## src/sv/qesp_pkg.sv

```systemverilog
// Shared types and constants for the quadrature encoder speed PI/PWM core.
// No dependencies; imported by every module of the block.
package qesp_pkg;

  localparam int CHANNELS   = 4;
  localparam int COUNT_BITS = 16;
  localparam int CH_W       = (CHANNELS > 1) ? $clog2(CHANNELS) : 1;

  localparam int TGT_W     = 16;
  localparam int DUTY_W    = 12;
  localparam int GAIN_W    = 16;
  localparam int DB_W      = 12;
  localparam int FS_W      = 12;
  localparam int SPD_FRAC  = 4;
  localparam int GAIN_FRAC = 12;
  localparam int SPD_W     = 32;
  localparam int ERR_W     = 33;
  localparam int MB_W      = GAIN_W + 1;
  localparam int PROD_W    = ERR_W + MB_W;
  localparam int PI_W      = PROD_W - GAIN_FRAC + 1;
  localparam int PIC_W     = FS_W + SPD_FRAC + 1;

  localparam int IN_BITS   = CHANNELS * (COUNT_BITS + TGT_W);
  localparam int IN_W      = ((IN_BITS + 7) / 8) * 8;
  localparam int OUT_BITS  = CHANNELS * (DUTY_W + 1);
  localparam int OUT_W     = ((OUT_BITS + 7) / 8) * 8;
  localparam int ADDR_W    = 5;
  localparam int DATA_W    = 32;

  typedef enum logic [2:0] {
    STEP_DELTA,
    STEP_SPEED,
    STEP_ERR,
    STEP_MUL_I,
    STEP_INTEG,
    STEP_PI,
    STEP_CLAMP,
    STEP_FINISH
  } step_e;

  typedef struct packed {
    logic [GAIN_W-1:0] prop_gain;
    logic [GAIN_W-1:0] integral_gain;
    logic [GAIN_W-1:0] speed_per_count;
    logic [DB_W-1:0]   dead_band;
    logic [FS_W-1:0]   full_scale;
  } cfg_t;

  typedef struct packed {
    logic            run;
    step_e           step;
    logic [CH_W-1:0] ch;
  } ctl_t;

  typedef struct packed {
    logic [DUTY_W-1:0] duty;
    logic              rev;
  } res_t;

endpackage

```

## src/sv/quad_encoder_speed_pi_pwm_core.sv

```systemverilog
// Four-channel quadrature speed PI controller with deadband and PWM drive.
// Each input transaction runs 8 steps per channel on the shared multiplier and
// adder, for 4 channels in turn, then loads the output register once the output
// side is free. No new input is accepted until that load has happened.
// Reset (rst_ni low, async): speed, counter and integrator state cleared,
// registers to their defaults, no output pending. Depends on qesp_pkg.
module quad_encoder_speed_pi_pwm_core (
  input  logic                          clk_i,
  input  logic                          rst_ni,
  input  logic                          s_axis_tvalid,
  output logic                          s_axis_tready,
  // count_a..count_d, target_a..target_d
  input  logic [qesp_pkg::IN_W-1:0]     s_axis_tdata,
  output logic                          m_axis_tvalid,
  input  logic                          m_axis_tready,
  // duty_a..duty_d, reverse_a..reverse_d, zero pad
  output logic [qesp_pkg::OUT_W-1:0]    m_axis_tdata,
  input  logic                          psel,
  input  logic                          penable,
  input  logic                          pwrite,
  input  logic [qesp_pkg::ADDR_W-1:0]   paddr,
  input  logic [qesp_pkg::DATA_W-1:0]   pwdata,
  output logic [qesp_pkg::DATA_W-1:0]   prdata,
  output logic                          pready
);
  import qesp_pkg::*;

  typedef enum logic [1:0] {
    S_IDLE,
    S_RUN,
    S_DONE
  } state_e;

  state_e            state_q;
  step_e             step_q;
  logic [CH_W-1:0]   ch_q;
  logic              m_valid_q;
  logic [IN_W-1:0]   in_q;
  res_t              res_q [CHANNELS];
  logic [OUT_W-1:0]  out_q;
  logic [OUT_W-1:0]  out_d;

  cfg_t              cfg;
  ctl_t              ctl;
  res_t              res;
  logic [COUNT_BITS-1:0] count_sel;
  logic [TGT_W-1:0]  target_sel;
  logic              last_ch;
  logic              out_free;

  qesp_cfg u_cfg (
    .clk_i   (clk_i),
    .rst_ni  (rst_ni),
    .psel    (psel),
    .penable (penable),
    .pwrite  (pwrite),
    .paddr   (paddr),
    .pwdata  (pwdata),
    .prdata  (prdata),
    .pready  (pready),
    .cfg_o   (cfg)
  );

  assign count_sel  = in_q[ch_q*COUNT_BITS +: COUNT_BITS];
  assign target_sel = in_q[CHANNELS*COUNT_BITS + ch_q*TGT_W +: TGT_W];

  assign ctl.run  = (state_q == S_RUN);
  assign ctl.step = step_q;
  assign ctl.ch   = ch_q;

  qesp_dp u_dp (
    .clk_i    (clk_i),
    .rst_ni   (rst_ni),
    .cfg_i    (cfg),
    .ctl_i    (ctl),
    .count_i  (count_sel),
    .target_i (target_sel),
    .res_o    (res)
  );

  assign s_axis_tready = (state_q == S_IDLE);
  assign m_axis_tvalid = m_valid_q;
  assign m_axis_tdata  = out_q;
  assign last_ch       = (ch_q == CH_W'(CHANNELS - 1));
  assign out_free      = !m_valid_q || m_axis_tready;

  always_comb begin
    out_d = '0;
    for (int c = 0; c < CHANNELS; c++) begin
      out_d[c*DUTY_W +: DUTY_W]  = res_q[c].duty;
      out_d[CHANNELS*DUTY_W + c] = res_q[c].rev;
    end
  end

  always_ff @(posedge clk_i or negedge rst_ni) begin
    if (!rst_ni) begin
      state_q   <= S_IDLE;
      step_q    <= STEP_DELTA;
      ch_q      <= '0;
      m_valid_q <= 1'b0;
    end else begin
      if (state_q == S_DONE && out_free) begin
        m_valid_q <= 1'b1;
      end else if (m_valid_q && m_axis_tready) begin
        m_valid_q <= 1'b0;
      end
      case (state_q)
        S_IDLE: begin
          if (s_axis_tvalid) begin
            state_q <= S_RUN;
            step_q  <= STEP_DELTA;
            ch_q    <= '0;
          end
        end
        S_RUN: begin
          step_q <= step_e'(step_q + 3'd1);
          if (step_q == STEP_FINISH) begin
            if (last_ch) begin
              state_q <= S_DONE;
            end else begin
              ch_q <= ch_q + 1'b1;
            end
          end
        end
        S_DONE: begin
          if (out_free) begin
            state_q <= S_IDLE;
          end
        end
        default: state_q <= S_IDLE;
      endcase
    end
  end

  always_ff @(posedge clk_i) begin
    if (s_axis_tvalid && s_axis_tready) begin
      in_q <= s_axis_tdata;
    end
    if (state_q == S_RUN && step_q == STEP_FINISH) begin
      res_q[ch_q] <= res;
    end
    if (state_q == S_DONE && out_free) begin
      out_q <= out_d;
    end
  end

endmodule

```

## src/sv/qesp_cfg.sv

```systemverilog
// APB register file for gains, speed scale, deadband and PWM full scale.
// Depends on qesp_pkg.
module qesp_cfg (
  input  logic                          clk_i,
  input  logic                          rst_ni,
  input  logic                          psel,
  input  logic                          penable,
  input  logic                          pwrite,
  input  logic [qesp_pkg::ADDR_W-1:0]   paddr,
  input  logic [qesp_pkg::DATA_W-1:0]   pwdata,
  output logic [qesp_pkg::DATA_W-1:0]   prdata,
  output logic                          pready,
  output qesp_pkg::cfg_t                cfg_o
);
  import qesp_pkg::*;

  localparam logic [2:0] REG_PROP  = 3'd0;
  localparam logic [2:0] REG_INTEG = 3'd1;
  localparam logic [2:0] REG_SCALE = 3'd2;
  localparam logic [2:0] REG_DB    = 3'd3;
  localparam logic [2:0] REG_FS    = 3'd4;

  cfg_t       cfg_q;
  logic       wr_en;
  logic [2:0] idx;

  assign pready = 1'b1;
  assign wr_en  = psel & penable & pwrite & pready;
  assign idx    = paddr[4:2];
  assign cfg_o  = cfg_q;

  always_ff @(posedge clk_i or negedge rst_ni) begin
    if (!rst_ni) begin
      cfg_q.prop_gain       <= GAIN_W'(4096);
      cfg_q.integral_gain   <= GAIN_W'(410);
      cfg_q.speed_per_count <= GAIN_W'(15000);
      cfg_q.dead_band       <= DB_W'(10);
      cfg_q.full_scale      <= FS_W'(4095);
    end else if (wr_en) begin
      case (idx)
        REG_PROP:  cfg_q.prop_gain       <= pwdata[GAIN_W-1:0];
        REG_INTEG: cfg_q.integral_gain   <= pwdata[GAIN_W-1:0];
        REG_SCALE: cfg_q.speed_per_count <= pwdata[GAIN_W-1:0];
        REG_DB:    cfg_q.dead_band       <= pwdata[DB_W-1:0];
        REG_FS:    cfg_q.full_scale      <= pwdata[FS_W-1:0];
        default: ;
      endcase
    end
  end

  always_comb begin
    case (idx)
      REG_PROP:  prdata = DATA_W'(cfg_q.prop_gain);
      REG_INTEG: prdata = DATA_W'(cfg_q.integral_gain);
      REG_SCALE: prdata = DATA_W'(cfg_q.speed_per_count);
      REG_DB:    prdata = DATA_W'(cfg_q.dead_band);
      REG_FS:    prdata = DATA_W'(cfg_q.full_scale);
      default:   prdata = '0;
    endcase
  end

endmodule

```

## src/sv/qesp_dp.sv

```systemverilog
// Per-channel datapath: shared 33x17 multiplier, add/saturate/clamp steps,
// and the speed, counter and integrator state. Depends on qesp_pkg.
module qesp_dp (
  input  logic                            clk_i,
  input  logic                            rst_ni,
  input  qesp_pkg::cfg_t                  cfg_i,
  input  qesp_pkg::ctl_t                  ctl_i,
  input  logic [qesp_pkg::COUNT_BITS-1:0] count_i,
  input  logic [qesp_pkg::TGT_W-1:0]      target_i,
  output qesp_pkg::res_t                  res_o
);
  import qesp_pkg::*;

  localparam int SUM_W = PROD_W + 1;
  localparam logic signed [SPD_W-1:0] SPD_MAX = {1'b0, {(SPD_W-1){1'b1}}};
  localparam logic signed [SPD_W-1:0] SPD_MIN = {1'b1, {(SPD_W-1){1'b0}}};

  logic signed [SPD_W-1:0]  ms_q [CHANNELS];
  logic [COUNT_BITS-1:0]    prev_q [CHANNELS];
  logic signed [SPD_W-1:0]  isum_q [CHANNELS];

  logic signed [PROD_W-1:0] prod_q;
  logic signed [ERR_W-1:0]  err_q;
  logic signed [SPD_W-1:0]  integ_q;
  logic signed [PI_W-1:0]   pi_q;
  logic signed [PIC_W-1:0]  pic_q;

  logic signed [SPD_W-1:0]  ms_rd, isum_rd;
  logic [COUNT_BITS-1:0]    diff;
  logic signed [ERR_W-1:0]  mul_a;
  logic signed [MB_W-1:0]   mul_b;
  logic signed [PROD_W-1:0] prod_d;
  logic                     mul_en;
  logic signed [SUM_W-1:0]  spd_sum, spd_sh;
  logic signed [SPD_W-1:0]  spd_d;
  logic signed [ERR_W-1:0]  err_d;
  logic signed [PI_W-1:0]   isum_d;
  logic signed [SPD_W-1:0]  integ_d;
  logic signed [PI_W-1:0]   pi_d;
  logic signed [PI_W-1:0]   fs_pos, fs_neg;
  logic signed [PIC_W-1:0]  pic_d;
  logic signed [PIC_W-1:0]  db_pos, db_neg;
  logic                     dead;
  logic signed [PIC_W-1:0]  pi_eff, pi_adj;
  logic signed [PIC_W-SPD_FRAC-1:0] n;

  assign ms_rd   = ms_q[ctl_i.ch];
  assign isum_rd = isum_q[ctl_i.ch];
  assign diff    = count_i - prev_q[ctl_i.ch];

  // shared multiplier operand select
  always_comb begin
    mul_a  = err_q;
    mul_b  = {1'b0, cfg_i.prop_gain};
    mul_en = 1'b0;
    case (ctl_i.step)
      STEP_DELTA: begin
        mul_a  = {{(ERR_W-COUNT_BITS){diff[COUNT_BITS-1]}}, diff};
        mul_b  = {1'b0, cfg_i.speed_per_count};
        mul_en = 1'b1;
      end
      STEP_MUL_I: begin
        mul_b  = {1'b0, cfg_i.integral_gain};
        mul_en = 1'b1;
      end
      STEP_INTEG: begin
        mul_b  = {1'b0, cfg_i.prop_gain};
        mul_en = 1'b1;
      end
      default: ;
    endcase
  end

  assign prod_d = mul_a * mul_b;

  // speed update with saturation
  assign spd_sum = {{(SUM_W-SPD_W){ms_rd[SPD_W-1]}}, ms_rd} + {prod_q[PROD_W-1], prod_q};
  assign spd_sh  = spd_sum >>> 2;
  always_comb begin
    if (spd_sh > SPD_MAX) begin
      spd_d = SPD_MAX;
    end else if (spd_sh < SPD_MIN) begin
      spd_d = SPD_MIN;
    end else begin
      spd_d = spd_sh[SPD_W-1:0];
    end
  end

  assign err_d = {{(ERR_W-TGT_W-SPD_FRAC){target_i[TGT_W-1]}}, target_i, {SPD_FRAC{1'b0}}}
               - {{(ERR_W-SPD_W){ms_rd[SPD_W-1]}}, ms_rd};

  // integrator with saturation
  assign isum_d = {{(PI_W-SPD_W){isum_rd[SPD_W-1]}}, isum_rd}
                + {prod_q[PROD_W-1], prod_q[PROD_W-1:GAIN_FRAC]};
  always_comb begin
    if (isum_d > SPD_MAX) begin
      integ_d = SPD_MAX;
    end else if (isum_d < SPD_MIN) begin
      integ_d = SPD_MIN;
    end else begin
      integ_d = isum_d[SPD_W-1:0];
    end
  end

  assign pi_d = {prod_q[PROD_W-1], prod_q[PROD_W-1:GAIN_FRAC]}
              + {{(PI_W-SPD_W){integ_q[SPD_W-1]}}, integ_q};

  // output clamp
  assign fs_pos = {{(PI_W-FS_W-SPD_FRAC){1'b0}}, cfg_i.full_scale, {SPD_FRAC{1'b0}}};
  assign fs_neg = -fs_pos;
  always_comb begin
    if (pi_q > fs_pos) begin
      pic_d = fs_pos[PIC_W-1:0];
    end else if (pi_q < fs_neg) begin
      pic_d = fs_neg[PIC_W-1:0];
    end else begin
      pic_d = pi_q[PIC_W-1:0];
    end
  end

  // deadband, truncation toward zero, reverse flag plus duty (full_scale + n when negative)
  assign db_pos = {1'b0, cfg_i.dead_band, {SPD_FRAC{1'b0}}};
  assign db_neg = -db_pos;
  assign dead   = (pic_q > db_neg) && (pic_q < db_pos);
  assign pi_eff = dead ? '0 : pic_q;
  assign pi_adj = pi_eff[PIC_W-1] ? (pi_eff + PIC_W'(15)) : pi_eff;
  assign n      = pi_adj[PIC_W-1:SPD_FRAC];

  always_comb begin
    res_o.rev = n[PIC_W-SPD_FRAC-1];
    if (n[PIC_W-SPD_FRAC-1]) begin
      res_o.duty = cfg_i.full_scale + n[DUTY_W-1:0];
    end else begin
      res_o.duty = n[DUTY_W-1:0];
    end
  end

  always_ff @(posedge clk_i or negedge rst_ni) begin
    if (!rst_ni) begin
      for (int c = 0; c < CHANNELS; c++) begin
        ms_q[c]   <= '0;
        prev_q[c] <= '0;
        isum_q[c] <= '0;
      end
    end else if (ctl_i.run) begin
      if (ctl_i.step == STEP_SPEED) begin
        ms_q[ctl_i.ch]   <= spd_d;
        prev_q[ctl_i.ch] <= count_i;
      end
      if (ctl_i.step == STEP_FINISH) begin
        isum_q[ctl_i.ch] <= dead ? '0 : integ_q;
      end
    end
  end

  always_ff @(posedge clk_i) begin
    if (ctl_i.run) begin
      if (mul_en) begin
        prod_q <= prod_d;
      end
      case (ctl_i.step)
        STEP_ERR:   err_q   <= err_d;
        STEP_INTEG: integ_q <= integ_d;
        STEP_PI:    pi_q    <= pi_d;
        STEP_CLAMP: pic_q   <= pic_d;
        default: ;
      endcase
    end
  end

endmodule
```

## config.mk

```make
export PLATFORM = sky130hd
export DESIGN_NAME = quad_encoder_speed_pi_pwm_core
export DESIGN_NICKNAME = d
export VERILOG_FILES = /design/src/sv/qesp_pkg.sv /design/src/sv/quad_encoder_speed_pi_pwm_core.sv /design/src/sv/qesp_cfg.sv /design/src/sv/qesp_dp.sv
export SDC_FILE = /design/constraint.sdc
export NUM_CORES = 2
export LEC_CHECK = 0
export ABC_AREA = 1
export ABC_CLOCK_PERIOD_IN_PS = 10370
export BUFFER_PORTS_ARGS = -buffer_cell sky130_fd_sc_hd__clkbuf_2
export CAP_MARGIN = 15
export CORE_MARGIN = 1.5
export CORE_UTILIZATION = 45
export DETAILED_ROUTE_END_ITERATION = 10
export PLACE_DENSITY = 0.63
export SKIP_LAST_GASP = 1
export SLEW_MARGIN = 20
export SYNTH_ARGS = -nofsm -noshare
export SYNTH_HDL_FRONTEND = slang
export SYNTH_SLANG_ARGS = --single-unit
```

## constraint.sdc

```tcl
create_clock -name clk_i -period 10.37 [get_ports clk_i]
set_input_delay 1.037 -clock clk_i [delete_from_list [all_inputs] [get_ports clk_i]]
set_output_delay 1.037 -clock clk_i [all_outputs]
set_load 0.01 [all_outputs]
```

Word level (Yosys, flattened, before mapping)
Memories as Yosys holds them, arrays and structs flattened. A register that Yosys moved wholly into a read port is not among the register bits.
Cells that the tools add are included.
{ "totals": {"regBits": 699, "ramBits": 52, "input_bits": 172, "out_inout_bits": 91, "wordCells": 149, "mem_count": 1} }
{ "mem_list": {"columns": ["memory", "depth", "width", "read_ports", "rd_ports_with_merged_regs", "wr", "line_no", "text"], "rows": [
  ["res_q", 4, 13, 4, 4, 1, "quad_encoder_speed_pi_pwm_core.sv:39", "res_t res_q [CHANNELS];"]
]} }
{ "classes": {"addsub": 12, "n_mul": 1, "n_lt_le_gt_ge": 10, "n_eq_ne": 19, "shifts": 2, "n_mux": 44, "bitwise": 3, "reduce_logical": 29} }
{ "ops": {"columns": ["operator", "n"], "rows": [
  ["$mux 32", 9],
  ["$bwmux 128", 2],
  ["$bmux 32 s2", 2],
  ["$shiftx 128x7->16", 1],
  ["$shiftx 128x9->16", 1],
  ["$pmux 16 s5", 1],
  ["$bwmux 64", 1],
  ["$demux 32 s2", 1],
  ["$mux 16", 4],
  ["$add 32x50->51", 1],
  ["$mux 17", 3],
  ["$mul 33x17->50", 1],
  ["$gt 49x32->1 const B", 1],
  ["$lt 49x32->1 const B", 1],
  ["$add 32x38->39", 1],
  ["$add 38x32->39", 1],
  ["$gt 39x17->1", 1],
  ["$gt 39x32->1 const B", 1],
  ["$lt 39x32->1 const B", 1],
  ["$lt 39x39->1", 1],
  ["$neg 16->39", 1],
  ["$mux 33", 1],
  ["$sub 20x32->33", 1],
  ["$bmux 16 s2", 1],
  ["other kinds (38)", 81]
]} }

Depth between registers and ports, before layout
{ "logic_depth": {"ltp_word": 9, "mapped_depth": 48, "mapped_depth_nobuf": 45} }

Modules after synthesis
Synthesis repeated with hierarchy kept, for this count alone.
{ "hier_totals": {"cells_unflattened": 7549, "area_unflattened_um2": 64503.1} }
{ "modules_own_cells": {"columns": ["mod", "n_inst", "cells_each", "area_each_um2", "seq_area_each_um2"], "rows": [
  ["qesp_dp", 1, 6626, 52399.0, 13142.6],
  ["quad_encoder_speed_pi_pwm_core", 1, 486, 8443.1, 7166.9],
  ["qesp_cfg", 1, 437, 3661.0, 1835.5]
]} }

Least setup slack after synthesis
Ideal clock, no wire load.
{ "synth_timing": {"path_type": "register to register", "from": "register ch_q[0]", "to": "register u_dp.prod_q[42] (data pin)", "setup_time_ps": 260, "arrival_ps": 8824, "required_ps": 10110, "path_slack_ps": 1286, "stages_incl_launch_ff": 47, "path_buffers": 6, "period_less_slack_ps": 9084, "path_cell_list": "dfrtp_1 > buf_4 > buf_2 > clkbuf_1 > buf_2 > buf_1 > buf_1 > a21oi_1 > a21oi_1 > ha_1 > a21o_1 > a31oi_1 > inv_1 > a21o_1 > a21oi_1 > o21bai_1 > nand2_1 > nand2_1 > (+11 left out) > fa_1 > inv_1 > fa_1 > inv_1 > ha_1 > nand2_1 > nor2_1 > inv_1 > nor2_1 > inv_1 > o221ai_1 > a21oi_1 > o21ai_0 > nand3_1 > nand3b_1 > nand2_1 > nand2_1 > xor2_1"} }
{ "synth_via": {"elab_chain_cells": 7, "elab_cells_between_ends": 8, "cone_classes": "1 x add/sub; 1 x mul; 1 x shift; 4 x mux; 1 x bitwise"} }
{ "synth_lines": {"columns": ["element", "line_no", "text"], "rows": [
  ["from (decl)", "quad_encoder_speed_pi_pwm_core.sv:36", "logic [CH_W-1:0] ch_q;"],
  ["from (signal assigned)", "quad_encoder_speed_pi_pwm_core.sv:121", "ch_q <= ch_q + 1'b1;"],
  ["branches (longest 4 deep; another with $shiftx 128x7->16)", null, null],
  ["$sub 16x16->16 (*)", "qesp_dp.sv:49", "assign diff = count_i - prev_q[ctl_i.ch];"],
  ["$mux 33 (*)", "qesp_dp.sv:56", "case (ctl_i.step)"],
  ["$mul 33x17->50 (*)", "qesp_dp.sv:74", "assign prod_d = mul_a * mul_b;"],
  ["named net u_dp.prod_d[42]", "qesp_dp.sv:32", "logic signed [PROD_W-1:0] prod_d;"],
  ["to (signal assigned)", "qesp_dp.sv:159", "prod_q <= prod_d;"],
  ["to (decl)", "qesp_dp.sv:22", "logic signed [PROD_W-1:0] prod_q;"]
]} }
Mark *: on every way through the listed nets, which the timed path passes. The select of a mux whose other input is x is not followed.
A chain may end at the register's enable or synchronous reset.

Worst setup path in the final report
{ "layout_timing": {"from": "register ch_q[1]", "to": "register u_dp.prod_q[49] (data pin)"} }
{ "layout_via": {"elab_cells_between_ends": 8, "cone_classes": "1 x add/sub; 1 x mul; 1 x shift; 4 x mux; 1 x bitwise"} }
{ "layout_rtl": {"columns": ["element", "line_no", "text"], "rows": [
  ["$shiftx 128x7->16", "quad_encoder_speed_pi_pwm_core.sv:64", "assign count_sel = in_q[ch_q*COUNT_BITS +: COUNT_BITS];"],
  ["named net count_sel[12]", "quad_encoder_speed_pi_pwm_core.sv:46", "logic [COUNT_BITS-1:0] count_sel;"],
  ["$sub 16x16->16", "qesp_dp.sv:49", null],
  ["$mux 33", "qesp_dp.sv:56", null],
  ["$mul 33x17->50", "qesp_dp.sv:74", null],
  ["named net u_dp.prod_d[49]", "qesp_dp.sv:32", null]
]} }
The timed path passes the listed nets, and every way through them passes these cells. The select of a mux whose other input is x is not followed.

==> metrics.yaml <==
drt:
  vias_per_cell: 5.357
  first_iter_violations: 4256
  drt-total-wl_um: 194700
  firstDrtPassIters: 7
  wire_per_inst_um: 19.79
  ant_nets: 0
  dr_total_vias: 52690
  drc: 0
floorplan:
  start_util_pct: 45.28
  coreArea_um2: 141400
  die_h_um: 380.2
  die-area_um2: 144600
  num_io_pins: 263
  die_w_um: 380.2
  rows: 138
final_layout:
  fin_cells: 9835
  nNetsFinal: 8927
  area_delta_synth_final_pct: 10.12
  drive_above_1_share_pct: 8.070
synth:
  synthFlopType: "edfxtp_1"
  syn_area_per_cell_um2: 8.323
  synth_top_area_share_pct: 18.90
  synth_cell_types: 56
  synthCells: 7693
  synth-seq-cells: 803
  synth_area_leader_cell: "edfxtp_1"
  synthTopCellsByArea: "edfxtp_1 (19%), fa_1 (16%), dfrtp_1 (15%)"
  synth_area_um2: 64030
  yosys_warnings: 0
  yosys-top-cells-count: "nand2_1 (1,940), inv_1 (1,120), nor2_1 (711)"
  post-synth-top-count-cell: "nand2_1"
  synth_edf_count: 403
  yosysSeqAreaShare_pct: 34.59
  async_reset_ff_share_pct: 49.81
sta:
  tightest_slew_ns: 1.065
  fin_worst_skew_ns: 0.06654
  rsz0062_at_grt: "true"
  relSlewSlack_pct: 29.02
  slew_violations: 0
  fmax_mhz: 101.2
  finalCritPeriodShare_pct: 95.26
  finalHoldViolations: 0
  setup_viol: 0
  min_period_ns: 9.878
clock_tree:
  clkSinkCount: 803
  cts_tree: "yes"
  hold_buffers: 0
  clockBufferDepth: 3
  cts-htree-levels: 3
  numCtsBuffers: 93
  clk_pin_slew_ns: 0.06
  insertion_delay_ns: 0.73
  cts-root-buf: "clkbuf_16"
worst_setup_path:
  endpoint_kind: "flop"
  required_ns: 10.83
  setup.worst_path.end: "u_dp.prod_q[49]"
  rr_worst_depth: 37
  critPathMaxStageDelay_ns: 0.61
  timing.rr.start: "ch_q[1]"
  crit_type: "flop to flop"
  cp_max_fo: 27
  start_kind: "flop"
  crit_start: "ch_q[1]"
  reg2reg_slack_ns: 0.49
  cp_common_cell: "nand2_1"
  timing.rr.end: "u_dp.prod_q[49]"
  worst_ep_arrival_time_ns: 10.34
  cp_slowest_cell: "dfrtp_4"
grt:
  antenna_found_initial: 4
  grt_pass1_wl_um: 302100
  grt_usage_pct: 26.79
  grt_pass1_vias: 52360
  grt_overflow: 0
  grt_max_degree: 90
placement:
  placedCellCount: 9653
  io_buffers: 223
  gp_congestion: 0.9982
  dp_hpwl_um: 147900
status:
  status: "finished, final reports clean"
job:
  cap_violations: 0
worst_hold_path:
  hold_class: "input pin to async pin"
==> state kept, by name, indices dropped and copies added, names as in the netlist <==
register,count
u_dp.prod_q,50
u_cfg.cfg_o,72
u_dp.ms_q,128
ch_q,2
state_q,2
in_q,128
u_dp.prev_q,64
u_dp.pi_q,39
u_dp.isum_q,128
step_q,3
u_dp.pic_q,17
m_axis_tdata,52
m_axis_tvalid,1
u_dp.err_q,33
u_dp.integ_q,32
res_q,52
==> cell families (layout without fill, tap and decap cells) <==
group	after synthesis	after routing	synth area share, %
AND/OR/NAND/NOR	3027	3027	18.82
buffers and inverters	1424	1655	8.626
AO/OA/AOI/OAI	1323	1323	11.53
adder cells (fa/ha/maj)	892	892	23.38
flip-flops	803	803	34.59
XOR/XNOR	222	222	3.049
other	2	23	0.01173
==> per-stage QoR <==
step                cell area [um^2]  setup WS (ns)  setup TNS (ns)  util, %  hold WS [ns]
floorplan                      64100          1.286               0        -        0.4003
global placement               67270         0.2877               0    47.57        0.4006
detailed placement             67270         0.3357               0    47.57        0.4045
CTS                            70430         0.2891               0    49.80        0.3296
global route                   70500       -0.04117        -0.04117    49.86        0.3808
finish                         70510         0.4917               0    49.86        0.3500
==> worst min-delay path by stage <==
stage	endpoint	slack, ns	cells past startpoint
finish	u_dp.isum_q[52]	0.35	1
global route	u_dp.isum_q[92]	0.38	1
CTS	u_dp.isum_q[92]	0.33	1
detailed placement	m_axis_tdata[12]	0.40	0
global placement	m_axis_tdata[9]	0.40	0
floorplan	m_axis_tdata[0]	0.40	0
==> layer usage <==
layer  GRT usage [%]  share of wire, %  vias up
li1                -                 -    25020
met1           35.54                43    25510
met2           44.52                47     1805
met3           4.183               6.6      347
met4           9.385               3.5        0
met5               0                 0        -
==> placed cells by master, fill, tap and decap left out, drive strengths merged, types with 30 or more instances in the layout <==
cell type	instances
o21ai	599
a32oi	30
dfrtp	373
nand2	1978
inv	1146
nand4	40
buf	106
a21oi	408
xor2	140
nor2	720
nor3	64
edfxtp	403
o211ai	33
xnor2	82
clkinv	40
fa	507
a31oi	51
ha	385
o22ai	74
nand3	162
clkbuf	341
==> what timing repair did <==
action                                  CTS  global route
endpoints found under the setup margin    0            17
setup buffers                             0             5
resized for setup                         0            10
==> critical path, delay by kind of cell (launching register included) <==
kind | cells | cell delay (ns)
DFF | 1 | 0.61
buffers and inverters | 8 | 1.78
xor gates and xnor gates | 1 | 0.19
adders and majority gates | 8 | 3.81
and+or+nand+nor | 10 | 1.42
AOI/OAI and AO/OA | 10 | 1.71
==> layout make-up <==
type / instances / area (um^2)
sequential: 803 / 22150
multi-input combinational: 5485 / 36550
tap: 1890 / 2365
timing repair buffer: 328 / 1931
clock buffer: 119 / 2514
fill: 13630 / 70900
clock inverter: 56 / 646.9
inverter: 1152 / 4350
antenna: 2 / 5.005
Power is left out: the tool's default activity adds up to more than one toggle a clock period on the data nets, which glitch-free logic cannot reach.
